## src/ibcs_pkg.sv

```systemverilog
// Shared types and constants for the IMU bias calibrate-and-scale block.
// Used by the serial divider lanes and by the top level; no dependencies.
`timescale 1ns / 1ps

package ibcs_pkg;

    // Geometry of one sample
    localparam int N_AXES  = 6;   // accel x, y, z, gyro x, y, z
    localparam int N_LANES = 4;   // serial divider lanes
    localparam int LANE_TEMP = 3; // lane that handles temperature
    localparam int RAW_W   = 16;
    localparam int SUM_W   = 33;
    localparam int BIAS_W  = 25;
    localparam int ACC_W   = 25;
    localparam int GYRO_W  = 21;
    localparam int TEMP_W  = 16;
    localparam int DIFF_W  = 26;  // raw*256 - bias, before saturation
    localparam int CNT_W   = 16;

    // Divider lane sizes
    localparam int REM_W   = 17;
    localparam int QUO_W   = 24;
    localparam int STEP_W  = 5;
    localparam int CONV_STEPS = 21; // quotient bits for gyro and temperature
    localparam int CAL_STEPS  = 24; // quotient bits for a bias average

    // Operation codes carried in tuser
    localparam logic OP_CONVERT   = 1'b0;
    localparam logic OP_CALIBRATE = 1'b1;

    // Arithmetic constants
    localparam logic signed [SUM_W-1:0]  ONE_G       = 33'sd4096;
    localparam logic [REM_W-1:0]         GYRO_DEN    = 17'd164;    // 2 * 82
    localparam logic [REM_W-1:0]         TEMP_DEN    = 17'd66774;  // 2 * 33387
    localparam logic [28:0]              GYRO_RND    = 29'd82;
    localparam logic [31:0]              TEMP_MUL    = 32'd51200;  // 2 * 25600
    localparam logic [31:0]              TEMP_RND    = 32'd33387;
    localparam logic signed [TEMP_W-1:0] TEMP_OFFSET = 16'sd5376;  // 21.0 C in Q8.8
    localparam logic signed [DIFF_W-1:0] ACC_MAX     = 26'sd16777215;
    localparam logic signed [DIFF_W-1:0] ACC_MIN     = -26'sd16777216;

    typedef enum logic [2:0] {
        ST_IDLE,
        ST_LOAD,
        ST_CONV,
        ST_OUT,
        ST_CAL_LOAD,
        ST_CAL_RUN,
        ST_CAL_STORE
    } state_t;

    // Control of one divider lane
    typedef struct packed {
        logic load;
        logic step;
    } sdiv_ctl_t;

endpackage

```

## src/ibcs_sdiv.sv

```systemverilog
// Bit-serial restoring divider lane: one quotient bit per cycle while ctl.step is high.
// Depends on ibcs_pkg for widths and the lane control struct.
`timescale 1ns / 1ps

module ibcs_sdiv (
    input  logic                          aclk,
    input  ibcs_pkg::sdiv_ctl_t           ctl,
    input  logic [ibcs_pkg::REM_W-1:0]    load_rem,  // dividend bits above the quotient
    input  logic [ibcs_pkg::QUO_W-1:0]    load_quo,  // remaining dividend bits, MSB first
    input  logic [ibcs_pkg::REM_W-1:0]    divisor,
    output logic [ibcs_pkg::QUO_W-1:0]    quotient
);
    import ibcs_pkg::*;

    logic [REM_W-1:0] rem_reg, rem_next;
    logic [QUO_W-1:0] quo_reg, quo_next;
    logic [REM_W-1:0] den_reg, den_next;
    logic [REM_W:0]   trial;
    logic [REM_W:0]   diff;

    // One restoring step: bring in the next dividend bit, subtract if it fits
    always_comb begin
        trial    = {rem_reg, quo_reg[QUO_W-1]};
        diff     = trial - {1'b0, den_reg};
        rem_next = rem_reg;
        quo_next = quo_reg;
        den_next = den_reg;
        if (ctl.load) begin
            rem_next = load_rem;
            quo_next = load_quo;
            den_next = divisor;
        end else if (ctl.step) begin
            if (trial >= {1'b0, den_reg}) begin
                rem_next = diff[REM_W-1:0];
                quo_next = {quo_reg[QUO_W-2:0], 1'b1};
            end else begin
                rem_next = trial[REM_W-1:0];
                quo_next = {quo_reg[QUO_W-2:0], 1'b0};
            end
        end
    end

    always_ff @(posedge aclk) begin
        rem_reg <= rem_next;
        quo_reg <= quo_next;
        den_reg <= den_next;
    end

    assign quotient = quo_reg;

endmodule

```

## src/imu_bias_calibrate_and_scale.sv

```systemverilog
// IMU sample conversion with bias removal and on-line bias calibration.
// Each sample passes ST_LOAD, ST_CONV and ST_OUT; the input opens again once the result enters the
// output register, so one sample is in flight at a time. A sample that completes calibration holds
// the input for two further passes of divisions by the sample count.
// Rate is set by the four bit-serial divider lanes (21 quotient bits per sample).
// Reset (aresetn low, synchronous): biases, sums and count cleared, calib_samples = 1.
`timescale 1ns / 1ps

module imu_bias_calibrate_and_scale (
    input  logic          aclk,
    input  logic          aresetn,
    // Configuration: calib_samples
    input  logic          cfg_wr_en,
    input  logic [15:0]   cfg_wr_data,
    // Input samples
    input  logic          s_tvalid,
    output logic          s_tready,
    // accel_x_raw, accel_y_raw, accel_z_raw, die_temp_raw, gyro_x_raw, gyro_y_raw, gyro_z_raw
    input  logic [111:0]  s_tdata,
    input  logic [0:0]    s_tuser,   // operation
    // Results
    output logic          m_tvalid,
    input  logic          m_tready,
    // accel_x_out, accel_y_out, accel_z_out, gyro_x_out, gyro_y_out, gyro_z_out,
    // temperature_out, zero pad
    output logic [159:0]  m_tdata,
    output logic [0:0]    m_tuser    // bias_updated
);
    import ibcs_pkg::*;

    // ------------------------------------------------------------------
    // State
    state_t state_reg, state_next;

    logic [CNT_W-1:0]               samples_reg;
    logic [CNT_W-1:0]               count_reg;
    logic signed [SUM_W-1:0]        sums_reg [N_AXES];
    logic signed [BIAS_W-1:0]       bias_reg [N_AXES];
    logic signed [DIFF_W-1:0]       diff_reg [N_AXES];
    logic signed [RAW_W-1:0]        temp_raw_reg;
    logic                           cal_done_reg;
    logic [STEP_W-1:0]              step_cnt_reg;
    logic                           pass_reg;
    logic                           m_tvalid_reg;
    logic [159:0]                   m_tdata_reg;
    logic [0:0]                     m_tuser_reg;

    // Control decode
    logic      in_acc;
    logic      out_load;
    logic      step_last;
    sdiv_ctl_t lane_ctl;

    // Beat unpacking
    logic signed [RAW_W-1:0] in_raw [N_AXES];
    logic signed [RAW_W-1:0] in_temp;
    logic [CNT_W-1:0]        count_inc;
    logic [CNT_W-1:0]        target;
    logic                    cal_hit;

    // Lane data
    logic [REM_W-1:0] lane_rem [N_LANES];
    logic [QUO_W-1:0] lane_quo [N_LANES];
    logic [REM_W-1:0] lane_den [N_LANES];
    logic [QUO_W-1:0] lane_q   [N_LANES];

    // Result assembly
    logic signed [ACC_W-1:0]  acc_res  [3];
    logic signed [GYRO_W-1:0] gyro_res [3];
    logic signed [TEMP_W-1:0] temp_res;
    logic signed [BIAS_W-1:0] cal_res  [N_LANES];

    assign in_raw[0] = s_tdata[15:0];
    assign in_raw[1] = s_tdata[31:16];
    assign in_raw[2] = s_tdata[47:32];
    assign in_temp   = s_tdata[63:48];
    assign in_raw[3] = s_tdata[79:64];
    assign in_raw[4] = s_tdata[95:80];
    assign in_raw[5] = s_tdata[111:96];

    // Calibration count check (zero sample count acts as one)
    assign count_inc = count_reg + 16'd1;
    assign target    = (samples_reg == '0) ? 16'd1 : samples_reg;
    assign cal_hit   = (count_inc >= target);

    // ------------------------------------------------------------------
    // FSM: next state
    always_comb begin
        state_next = state_reg;
        unique case (state_reg)
            ST_IDLE:      if (s_tvalid) state_next = ST_LOAD;
            ST_LOAD:      state_next = ST_CONV;
            ST_CONV:      if (step_last) state_next = ST_OUT;
            ST_OUT:       if (out_load) state_next = cal_done_reg ? ST_CAL_LOAD : ST_IDLE;
            ST_CAL_LOAD:  state_next = ST_CAL_RUN;
            ST_CAL_RUN:   if (step_last) state_next = ST_CAL_STORE;
            ST_CAL_STORE: state_next = pass_reg ? ST_IDLE : ST_CAL_LOAD;
            default:      state_next = ST_IDLE;
        endcase
    end

    // FSM: decoded controls
    always_comb begin
        s_tready      = 1'b0;
        lane_ctl.load = 1'b0;
        lane_ctl.step = 1'b0;
        step_last     = 1'b0;
        out_load      = 1'b0;
        unique case (state_reg)
            ST_IDLE:      s_tready = 1'b1;
            ST_LOAD:      lane_ctl.load = 1'b1;
            ST_CONV: begin
                lane_ctl.step = 1'b1;
                step_last     = (step_cnt_reg == STEP_W'(CONV_STEPS - 1));
            end
            ST_OUT:       out_load = !m_tvalid_reg || m_tready;
            ST_CAL_LOAD:  lane_ctl.load = 1'b1;
            ST_CAL_RUN: begin
                lane_ctl.step = 1'b1;
                step_last     = (step_cnt_reg == STEP_W'(CAL_STEPS - 1));
            end
            ST_CAL_STORE: ;
            default:      ;
        endcase
    end

    assign in_acc = s_tvalid && s_tready;

    // ------------------------------------------------------------------
    // Lane operands: rounding numerators for conversion, |sum|*256 for calibration
    always_comb begin
        logic [DIFF_W-1:0] dmag;
        logic [28:0]       gnum;
        logic [RAW_W:0]    tmag;
        logic [31:0]       tnum;
        logic [SUM_W-1:0]  smag;
        logic [2:0]        axis;
        dmag = '0;
        gnum = '0;
        tmag = '0;
        tnum = '0;
        smag = '0;
        axis = '0;
        for (int k = 0; k < N_LANES; k++) begin
            lane_rem[k] = '0;
            lane_quo[k] = '0;
            lane_den[k] = TEMP_DEN;
        end
        if (state_reg == ST_CAL_LOAD) begin
            for (int k = 0; k < N_LANES; k++) begin
                axis        = (pass_reg && k < 2) ? 3'(k + 4) : 3'(k);
                smag        = sums_reg[axis][SUM_W-1] ? SUM_W'(-sums_reg[axis])
                                                      : SUM_W'(sums_reg[axis]);
                lane_rem[k] = smag[SUM_W-1:16];
                lane_quo[k] = {smag[15:0], 8'b0};
                lane_den[k] = {1'b0, count_reg};
            end
        end else begin
            // gyro: round(d*5/82) = floor((10|d| + 82) / 164)
            for (int k = 0; k < 3; k++) begin
                dmag        = diff_reg[k+3][DIFF_W-1] ? DIFF_W'(-diff_reg[k+3])
                                                      : DIFF_W'(diff_reg[k+3]);
                gnum        = ({3'b0, dmag} << 3) + ({3'b0, dmag} << 1) + GYRO_RND;
                lane_rem[k] = {9'b0, gnum[28:21]};
                lane_quo[k] = {gnum[20:0], 3'b0};
                lane_den[k] = GYRO_DEN;
            end
            // temperature: round(t*25600/33387)
            tmag = temp_raw_reg[RAW_W-1] ? (RAW_W+1)'(-{temp_raw_reg[RAW_W-1], temp_raw_reg})
                                         : {1'b0, temp_raw_reg};
            tnum = 32'({15'b0, tmag} * TEMP_MUL) + TEMP_RND;
            lane_rem[LANE_TEMP] = {6'b0, tnum[31:21]};
            lane_quo[LANE_TEMP] = {tnum[20:0], 3'b0};
            lane_den[LANE_TEMP] = TEMP_DEN;
        end
    end

    for (genvar k = 0; k < N_LANES; k++) begin : g_lane
        ibcs_sdiv u_sdiv (
            .aclk     (aclk),
            .ctl      (lane_ctl),
            .load_rem (lane_rem[k]),
            .load_quo (lane_quo[k]),
            .divisor  (lane_den[k]),
            .quotient (lane_q[k])
        );
    end

    // ------------------------------------------------------------------
    // Result values: saturated accel, signed gyro and temperature quotients, signed bias averages
    always_comb begin
        logic signed [GYRO_W-1:0] gq;
        logic signed [TEMP_W-1:0] tq;
        logic signed [BIAS_W-1:0] cq;
        logic [2:0]               axis;
        gq   = '0;
        cq   = '0;
        axis = '0;
        for (int k = 0; k < 3; k++) begin
            if (diff_reg[k] > ACC_MAX)      acc_res[k] = ACC_MAX[ACC_W-1:0];
            else if (diff_reg[k] < ACC_MIN) acc_res[k] = ACC_MIN[ACC_W-1:0];
            else                            acc_res[k] = diff_reg[k][ACC_W-1:0];
            gq          = lane_q[k][GYRO_W-1:0];
            gyro_res[k] = diff_reg[k+3][DIFF_W-1] ? -gq : gq;
        end
        tq       = lane_q[LANE_TEMP][TEMP_W-1:0];
        temp_res = (temp_raw_reg[RAW_W-1] ? -tq : tq) + TEMP_OFFSET;
        for (int k = 0; k < N_LANES; k++) begin
            axis       = (pass_reg && k < 2) ? 3'(k + 4) : 3'(k);
            cq         = {1'b0, lane_q[k]};
            cal_res[k] = sums_reg[axis][SUM_W-1] ? -cq : cq;
        end
    end

    // ------------------------------------------------------------------
    // Control and calibration state
    always_ff @(posedge aclk) begin
        if (!aresetn) begin
            state_reg    <= ST_IDLE;
            samples_reg  <= 16'd1;
            count_reg    <= '0;
            cal_done_reg <= 1'b0;
            step_cnt_reg <= '0;
            pass_reg     <= 1'b0;
            m_tvalid_reg <= 1'b0;
            for (int i = 0; i < N_AXES; i++) begin
                sums_reg[i] <= '0;
                bias_reg[i] <= '0;
            end
        end else begin
            state_reg <= state_next;
            if (cfg_wr_en) samples_reg <= cfg_wr_data;

            // accumulate a calibration beat
            if (in_acc) begin
                cal_done_reg <= (s_tuser[0] == OP_CALIBRATE) && cal_hit;
                if (s_tuser[0] == OP_CALIBRATE) begin
                    count_reg <= count_inc;
                    for (int i = 0; i < N_AXES; i++) begin
                        sums_reg[i] <= sums_reg[i] + SUM_W'(in_raw[i])
                                       - ((i == 2) ? ONE_G : '0);
                    end
                end
            end

            // step counter for the divider lanes
            if (lane_ctl.load)      step_cnt_reg <= '0;
            else if (lane_ctl.step) step_cnt_reg <= step_cnt_reg + STEP_W'(1);

            if (state_reg == ST_OUT) pass_reg <= 1'b0;

            // write back the averages, clear the run after the second pass
            if (state_reg == ST_CAL_STORE) begin
                for (int k = 0; k < N_LANES; k++) begin
                    if (!pass_reg)  bias_reg[k]   <= cal_res[k];
                    else if (k < 2) bias_reg[k+4] <= cal_res[k];
                end
                if (pass_reg) begin
                    count_reg    <= '0;
                    cal_done_reg <= 1'b0;
                    for (int i = 0; i < N_AXES; i++) sums_reg[i] <= '0;
                end
                pass_reg <= 1'b1;
            end

            // output register
            if (out_load)               m_tvalid_reg <= 1'b1;
            else if (m_tready)          m_tvalid_reg <= 1'b0;
        end
    end

    // Payload registers
    always_ff @(posedge aclk) begin
        if (in_acc) begin
            temp_raw_reg <= in_temp;
            for (int i = 0; i < N_AXES; i++) begin
                diff_reg[i] <= DIFF_W'($signed({in_raw[i], 8'b0})) - DIFF_W'(bias_reg[i]);
            end
        end
        if (out_load) begin
            m_tdata_reg <= {6'b0, temp_res, gyro_res[2], gyro_res[1], gyro_res[0],
                            acc_res[2], acc_res[1], acc_res[0]};
            m_tuser_reg <= cal_done_reg;
        end
    end

    assign m_tvalid = m_tvalid_reg;
    assign m_tdata  = m_tdata_reg;
    assign m_tuser  = m_tuser_reg;

    // ------------------------------------------------------------------
    // Checks
    a_accept_starts_load: assert property (@(posedge aclk) disable iff (!aresetn)
        in_acc |=> state_reg == ST_LOAD)
        else $error("accepted beat did not start a conversion");

    a_cal_only_when_due: assert property (@(posedge aclk) disable iff (!aresetn)
        state_reg == ST_CAL_LOAD |-> cal_done_reg)
        else $error("calibration pass without a completed run");

    a_flag_follows_run: assert property (@(posedge aclk) disable iff (!aresetn)
        out_load |=> m_tvalid_reg && (m_tuser_reg[0] == $past(cal_done_reg)))
        else $error("bias_updated does not match the calibration run");

    a_run_cleared: assert property (@(posedge aclk) disable iff (!aresetn)
        (state_reg == ST_CAL_STORE && pass_reg) |=> count_reg == '0 && state_reg == ST_IDLE)
        else $error("calibration run not cleared after bias update");

endmodule
```

## config.mk

```make
export PLATFORM = sky130hd
export DESIGN_NAME = imu_bias_calibrate_and_scale
export DESIGN_NICKNAME = d
export VERILOG_FILES = /design/src/ibcs_pkg.sv /design/src/ibcs_sdiv.sv /design/src/imu_bias_calibrate_and_scale.sv
export SDC_FILE = /design/constraint.sdc
export NUM_CORES = 2
export LEC_CHECK = 0
export CORE_ASPECT_RATIO = 0.5
export CORE_MARGIN = 8
export CORE_UTILIZATION = 43
export DETAILED_ROUTE_END_ITERATION = 10
export DONT_BUFFER_PORTS = 1
export PLACE_DENSITY = 0.54
export RECOVER_POWER = 25
export SLEW_MARGIN = 20
export SYNTH_ARGS = -nofsm -noshare
export SYNTH_HDL_FRONTEND = slang
export SYNTH_HIERARCHICAL = 1
export SYNTH_SLANG_ARGS = --single-unit
```

## constraint.sdc

```tcl
create_clock -name aclk -period 14.9 [get_ports aclk]
set_input_delay 3.725 -clock aclk [delete_from_list [all_inputs] [get_ports aclk]]
set_output_delay 3.725 -clock aclk [all_outputs]
set_load 0.01 [all_outputs]
```

# Word level (Yosys, flattened, before mapping)
# Memories as Yosys holds them, arrays and structs flattened.
# Index checks and enable logic that the tools add are counted.
[totals]
regBits = 414
latchBits = 0
ramBits = 504
rom_bits = 0
in_bits = 134
out_inout_bits = 163
word_cells = 234
memories = 3
[memory_table]
columns = ["name", "words", "width", "read_ports", "rd_ports_with_merged_regs", "write_ports", "line", "source"]
rows = [
  ["sums_reg", 6, 33, 8, 0, 6, "imu_bias_calibrate_and_scale.sv:37", "logic signed [SUM_W-1:0] sums_reg [N_AXES];"],
  ["diff_reg", 6, 26, 6, 0, 6, "imu_bias_calibrate_and_scale.sv:39", "logic signed [DIFF_W-1:0] diff_reg [N_AXES];"],
  ["bias_reg", 6, 25, 6, 0, 6, "imu_bias_calibrate_and_scale.sv:38", "logic signed [BIAS_W-1:0] bias_reg [N_AXES];"],
]
[classes]
addsub = 43
n_mul = 1
div = 0
magnitude_cmp = 11
n_eq_ne = 12
n_shift = 0
n_mux = 105
bitwise_logic = 19
n_reduce_logical = 13
[ops]
columns = ["op", "n"]
rows = [
  ["two-way mux 33 bit", 16],
  ["two-way mux 25 bit", 13],
  ["two-way mux 17 bit", 14],
  ["adder 33 bit", 6],
  ["two-way mux 24 bit", 8],
  ["subtractor 24 x 25 -> 26 bit", 6],
  ["negation 33 bit", 4],
  ["negation 24 -> 25 bit", 4],
  ["two-way mux 16 bit", 6],
  ["two-way mux 96 bit", 1],
  ["adder 29 x 27 -> 29 bit", 3],
  ["adder 29 x 7 -> 29 bit, second input constant", 3],
  ["greater-than comparator 26 x 25 -> 1 bit, second input constant", 3],
  ["less-than comparator 26 x 25 -> 1 bit, second input constant", 3],
  ["two-way mux 26 bit", 3],
  ["negation 26 bit", 3],
  ["greater-or-equal comparator 18 x 17 -> 1 bit", 4],
  ["two-way mux 68 bit", 1],
  ["subtractor 17 bit", 4],
  ["two-way mux 21 bit", 3],
  ["negation 21 bit", 3],
  ["subtractor 33 x 13 -> 33 bit, second input constant", 1],
  ["adder 32 x 16 -> 32 bit, second input constant", 1],
  ["two-way mux 1 bit", 30],
  ["other kinds (25)", 61],
]

# Logic depth before layout (Yosys ltp)
[depth]
word_depth = 8
ltp_mapped = 24
mapped_depth_nobuf = 23

# Modules after synthesis
# The synthesis kept the hierarchy.
[by_module_without_submodules]
columns = ["mod", "n_inst", "cells_each", "area_per_inst_um2", "seq_area_each_um2"]
rows = [
  ["imu_bias_calibrate_and_scale", 1, 6192, 56721.9, 21130.3],
  ["ibcs_sdiv", 4, 286, 3387.0, 1741.7],
]

# Least setup slack after synthesis
# OpenSTA, ideal clock, no wires.
[synth_timing]
path_kind = "in2reg"
startpoint = "input s_tvalid"
endpoint = "memory sums_reg[0][0], enable pin"
setup_ns = 0.509
arrival_ns = 13.311
required_ns = 14.391
path_slack_ns = 1.080
cell_stages = 4
path_buffers = 1
path_cell_list = "and2_1 > clkbuf_1 > a21oi_1 > inv_1"
[synth_rtl]
columns = ["item", "line", "source"]
rows = [
  ["from (decl)", "imu_bias_calibrate_and_scale.sv:16", "input logic s_tvalid,"],
  ["to (decl)", "imu_bias_calibrate_and_scale.sv:37", ""],
]

==> run summary <==
The run finished, with violations left. The checks that failed: max-capacitance violations, max-slew violations. Violation count after the first detailed-route iteration: 3879.

The die is 588 microns wide. The final layout contains 8046 nets. The placed wire-length estimate was 142 mm; the cell row count was 105.

The tools report the instance count after placement with tap cells included as 9348. The dominant register cell in the synthesized netlist is edfxtp_1. Walking the worst path, the cells encountered are xnor2_1 > nor2_4 > clkbuf_1 > buf_4 > mux2_2.

The register with the most flip-flops in the layout has 198 of them. The total clock sinks is 950, and the multiplexer fraction of the synthesized cell area is 3.06%. The number of cells on the worst reg-to-reg path is 5. The count of flip-flops with a built-in enable after synthesis came out at 907. The number of gates resized after CTS was 0. Along the worst path, the maximum fanout reaches 170. For the worst setup path, the data arrival time is 9.58 ns. The finished cells cover 75900 sq um. The power density over the cells is 126 nW/um^2, and the required arrival time at the worst endpoint is 15.32 ns. For the number of maximum-capacitance constraint violations, the log shows 2. The run gives 0.889 as the final RePlAce weighted congestion. The fraction of the mapped netlist area in compound gates was 15.9%; the detailed-route via count was 52614.

The delay of the slowest cell on the worst path came out at 5.92 ns. The tools report the total clock buffers created by CTS as 98. The tools report the cell area after technology mapping as 70300 sq um. Counting flops with an async set or reset pin after synthesis yields a share of 0%. The first detailed-routing pass took 5 iterations.

Wires add up to 190 mm. The worst-case IR drop observed on VDD is 0.0788 mV. The fraction of final layout cells with drive strength greater than 1 was 5.64%.

The run gives 0 as the total count of hold-check failures in the final report. The count of cell types in the netlist is 91, and the register clock-pin slew on the reported worst setup and hold paths is 0.07 ns. Hold timing on the final database bottoms out at a slack of 0.484 ns. In this run the most critical hold path is launched from cal_done_reg$_SDFF_PN0_. In this run the static leakage power is 29.9 nW. Total global routing overflow: 0.

The number of cells in the finished layout apart from fillers was 9535. Dividing the detail-routed via count by the number of cells gives 5.52. The worst hold path terminates at m_tuser$_DFFE_PP_.

The placeable core region is 163000 sq um, and the number of remaining DRC errors is 0. The instance area at placement was 72500 sq um; the sequential cell area fraction in the yosys report was 40.0%. Number of max-slew violations in the final report: 219. The worst setup path is launched from a register. Setup total negative slack on the finished layout was measured at 0 ns. The setup check on the worst reg-to-reg path leaves a slack of 5.74 ns.

In this run the number of H-tree levels came out at 3. Synthesized netlist cell count: 7336. The clock passes through at most 3 buffers. The xor-xnor portion of the synthesized cell area is 9.82%.

Summing the areas of all and, or, nand and nor instances in the mapped netlist gives 15.1% of the synthesized area. Counting instances, the worst hold path has a depth of 0. The area share of fa/ha/maj cells after synthesis was 11.9%. The share of the core filled with cells in the final layout was 46.5%; the detailed-route wire length per cell was 19.9 microns.

Fill cells in the final layout number 15655. Across every metal layer, demand over resource in global routing totals 20.7%. The count of input and output buffers works out to 0. For the pin with the worst max-slew slack, the measured transition is 8.57 ns. The startpoint identified for the worst register-to-register timing path is state_reg[0]$_SDFFE_PN0P_. Main combinational cell family by area after synthesis: compound AO/OA/AOI/OAI gates. Entering global routing, the biggest net connects 171 pins. The final critical path takes up 61.5% of the cycle. The first global-routing pass estimated 293 mm of wire.

Post-CTS timing repair inserted 0 buffers for setup. The tools report the root buffer selected by CTS as clkbuf_16. The number of antenna violations at the first check in global routing was 13; the area overhead of the layout relative to synthesis was 8.07%. The tools report the Yosys warning count as 6. Clock skew on the completed layout was measured at 0.0334 ns. The tools report the area of the die as 177000 sq um. The class of the tightest hold or removal check was register to register. In this run the critical register-to-register path is captured at g_lane[3].u_sdiv/quotient[0]$_DFFE_PP_.

The count of nets left with antenna violations once routing finished came out at 0. Setup violations remaining at the end of the flow were counted as 0. The run gives 50190 as the number of global-route vias before repair.

The multi-input combinational cells in the finished layout cover a total of 39400 sq um. TritonCTS built the clock tree. Each instance of the synthesized netlist takes up on average 9.58 sq um. Measured along the y axis, the die boundary spans 302 microns. The tools report the critical path capture point type as a register. The tools report the clock network latency to the later pin of the worst-skew pair as 0.72 ns.

Setup repair after global routing left no endpoint under its margin. The final critical path time including I/O delays and setup was 9.16 ns; the total of hold buffers inserted after clock tree synthesis was 0. Cell with the largest stage delay on the worst path: clkbuf_1. The classification of the worst setup path is register to register.

The worst slew margin relative to its limit was -471%. Counting flops and latches in the post-synthesis netlist gives 950. The initial utilization of the core area, before any placement, comes to 43.1%. Static timing analysis puts the maximum clock frequency at 109 MHz.

The top-level I/O count is 297. For the register area, the log shows 28100 sq um.
[Yosys cell counts (105+ instances only)]
cell / n / area [sq um]
inv_1: 515 / 1930
nor3_1: 130 / 651
xor2_1: 311 / 2720
ha_1: 635 / 7950
nand3_1: 132 / 661
nor2_1: 757 / 2840
a21oi_1: 455 / 2280
xnor2_1: 477 / 4180
o21ai_0: 458 / 2290
clkbuf_1: 184 / 691
nand2_1: 570 / 2140
a21o_1: 191 / 1430
edfxtp_1: 907 / 27200
mux2_2: 112 / 1260
nand2b_1: 105 / 657
[worst max-delay path: cells and delay by family (launching register included)]
| kind | cells | cell delay [ns] |
|---|---|---|
| buffers and inverters | 2 | 7.29 |
| muxes | 1 | 0.50 |
| xor gates and xnor gates | 1 | 0.20 |
| DFF | 1 | 0.64 |
| and+or+nand+nor | 1 | 0.10 |
[logic make-up (layout without fill, tap and decap cells)]
kind of cell	Yosys count	in the layout
simple gates	2224	2224
compound gates	1749	1749
flops	950	950
xor+xnor	788	788
buf+inv	767	743
fa+ha+maj	656	656
mux	200	200
other cells	2	32
[layout make-up]
| cell class | count | share of cell area [%] |
|---|---|---|
| multi-input combinational | 5645 | 51.8 |
| sequential | 950 | 37.0 |
| tap | 2193 | 3.61 |
| clock buffer | 120 | 3.40 |
| inverter | 516 | 2.56 |
| clock inverter | 62 | 1.10 |
| timing repair buffer | 45 | 0.468 |
| antenna | 4 | 0.0132 |
[how the worst max path moves through the flow]
stage | start | cells after the start | slack, ns | endpoint
floorplan | s_tvalid | 4 | 1.08 | sums_reg[0][0]$_SDFFCE_PP0P_
global placement | s_tdata[16] | 13 | 7.57 | sums_reg[1][32]$_SDFFCE_PP0P_
detailed placement | s_tdata[16] | 13 | 7.54 | sums_reg[1][32]$_SDFFCE_PP0P_
CTS | s_tdata[16] | 13 | 8.31 | sums_reg[1][32]$_SDFFCE_PP0P_
global route | state_reg[0]$_SDFFE_PN0P_ | 5 | 4.85 | g_lane[3].u_sdiv/quotient[0]$_DFFE_PP_
finish | state_reg[0]$_SDFFE_PN0P_ | 5 | 5.74 | g_lane[3].u_sdiv/quotient[0]$_DFFE_PP_
[power by group]
part | total, mW | internal [mW] | switching, mW
Clock | 2.68 | 1.51 | 1.17
Sequential | 3.42 | 3.22 | 0.200
Combinational | 3.46 | 1.44 | 2.02
Total | 9.57 | 6.17 | 3.39
[stage by stage]
stage,worst slack (ns),total power [mW]
2_1_floorplan,1.08,6.08
3_3_place_gp,7.57,6.90
3_5_place_dp,7.54,6.89
4_1_cts,8.31,9.63
5_1_grt,4.85,10.2
6_report,5.74,9.57
[layer usage]
layer  vias to the layer above  wire length (microns)  track usage [%]
li1                      26318                      -                -
met1                     25013                  93100             29.9
met2                      1099                  82700             33.0
met3                       178                  10500             3.62
met4                         6                   3300             3.75
met5                         -                     41                0
[layout by cell type (no fill, tap or decap), types with 112 or more instances in the layout]
| cell type | instances |
|---|---|
| xnor2_1 | 477 |
| nor3_1 | 130 |
| nand2_1 | 568 |
| nand3_1 | 131 |
| inv_1 | 514 |
| edfxtp_1 | 907 |
| mux2_2 | 112 |
| nor2_1 | 755 |
| a21o_1 | 191 |
| ha_1 | 635 |
| a21oi_1 | 454 |
| o21ai_0 | 457 |
| xor2_1 | 311 |
Power figures use the tool's default switching activity.
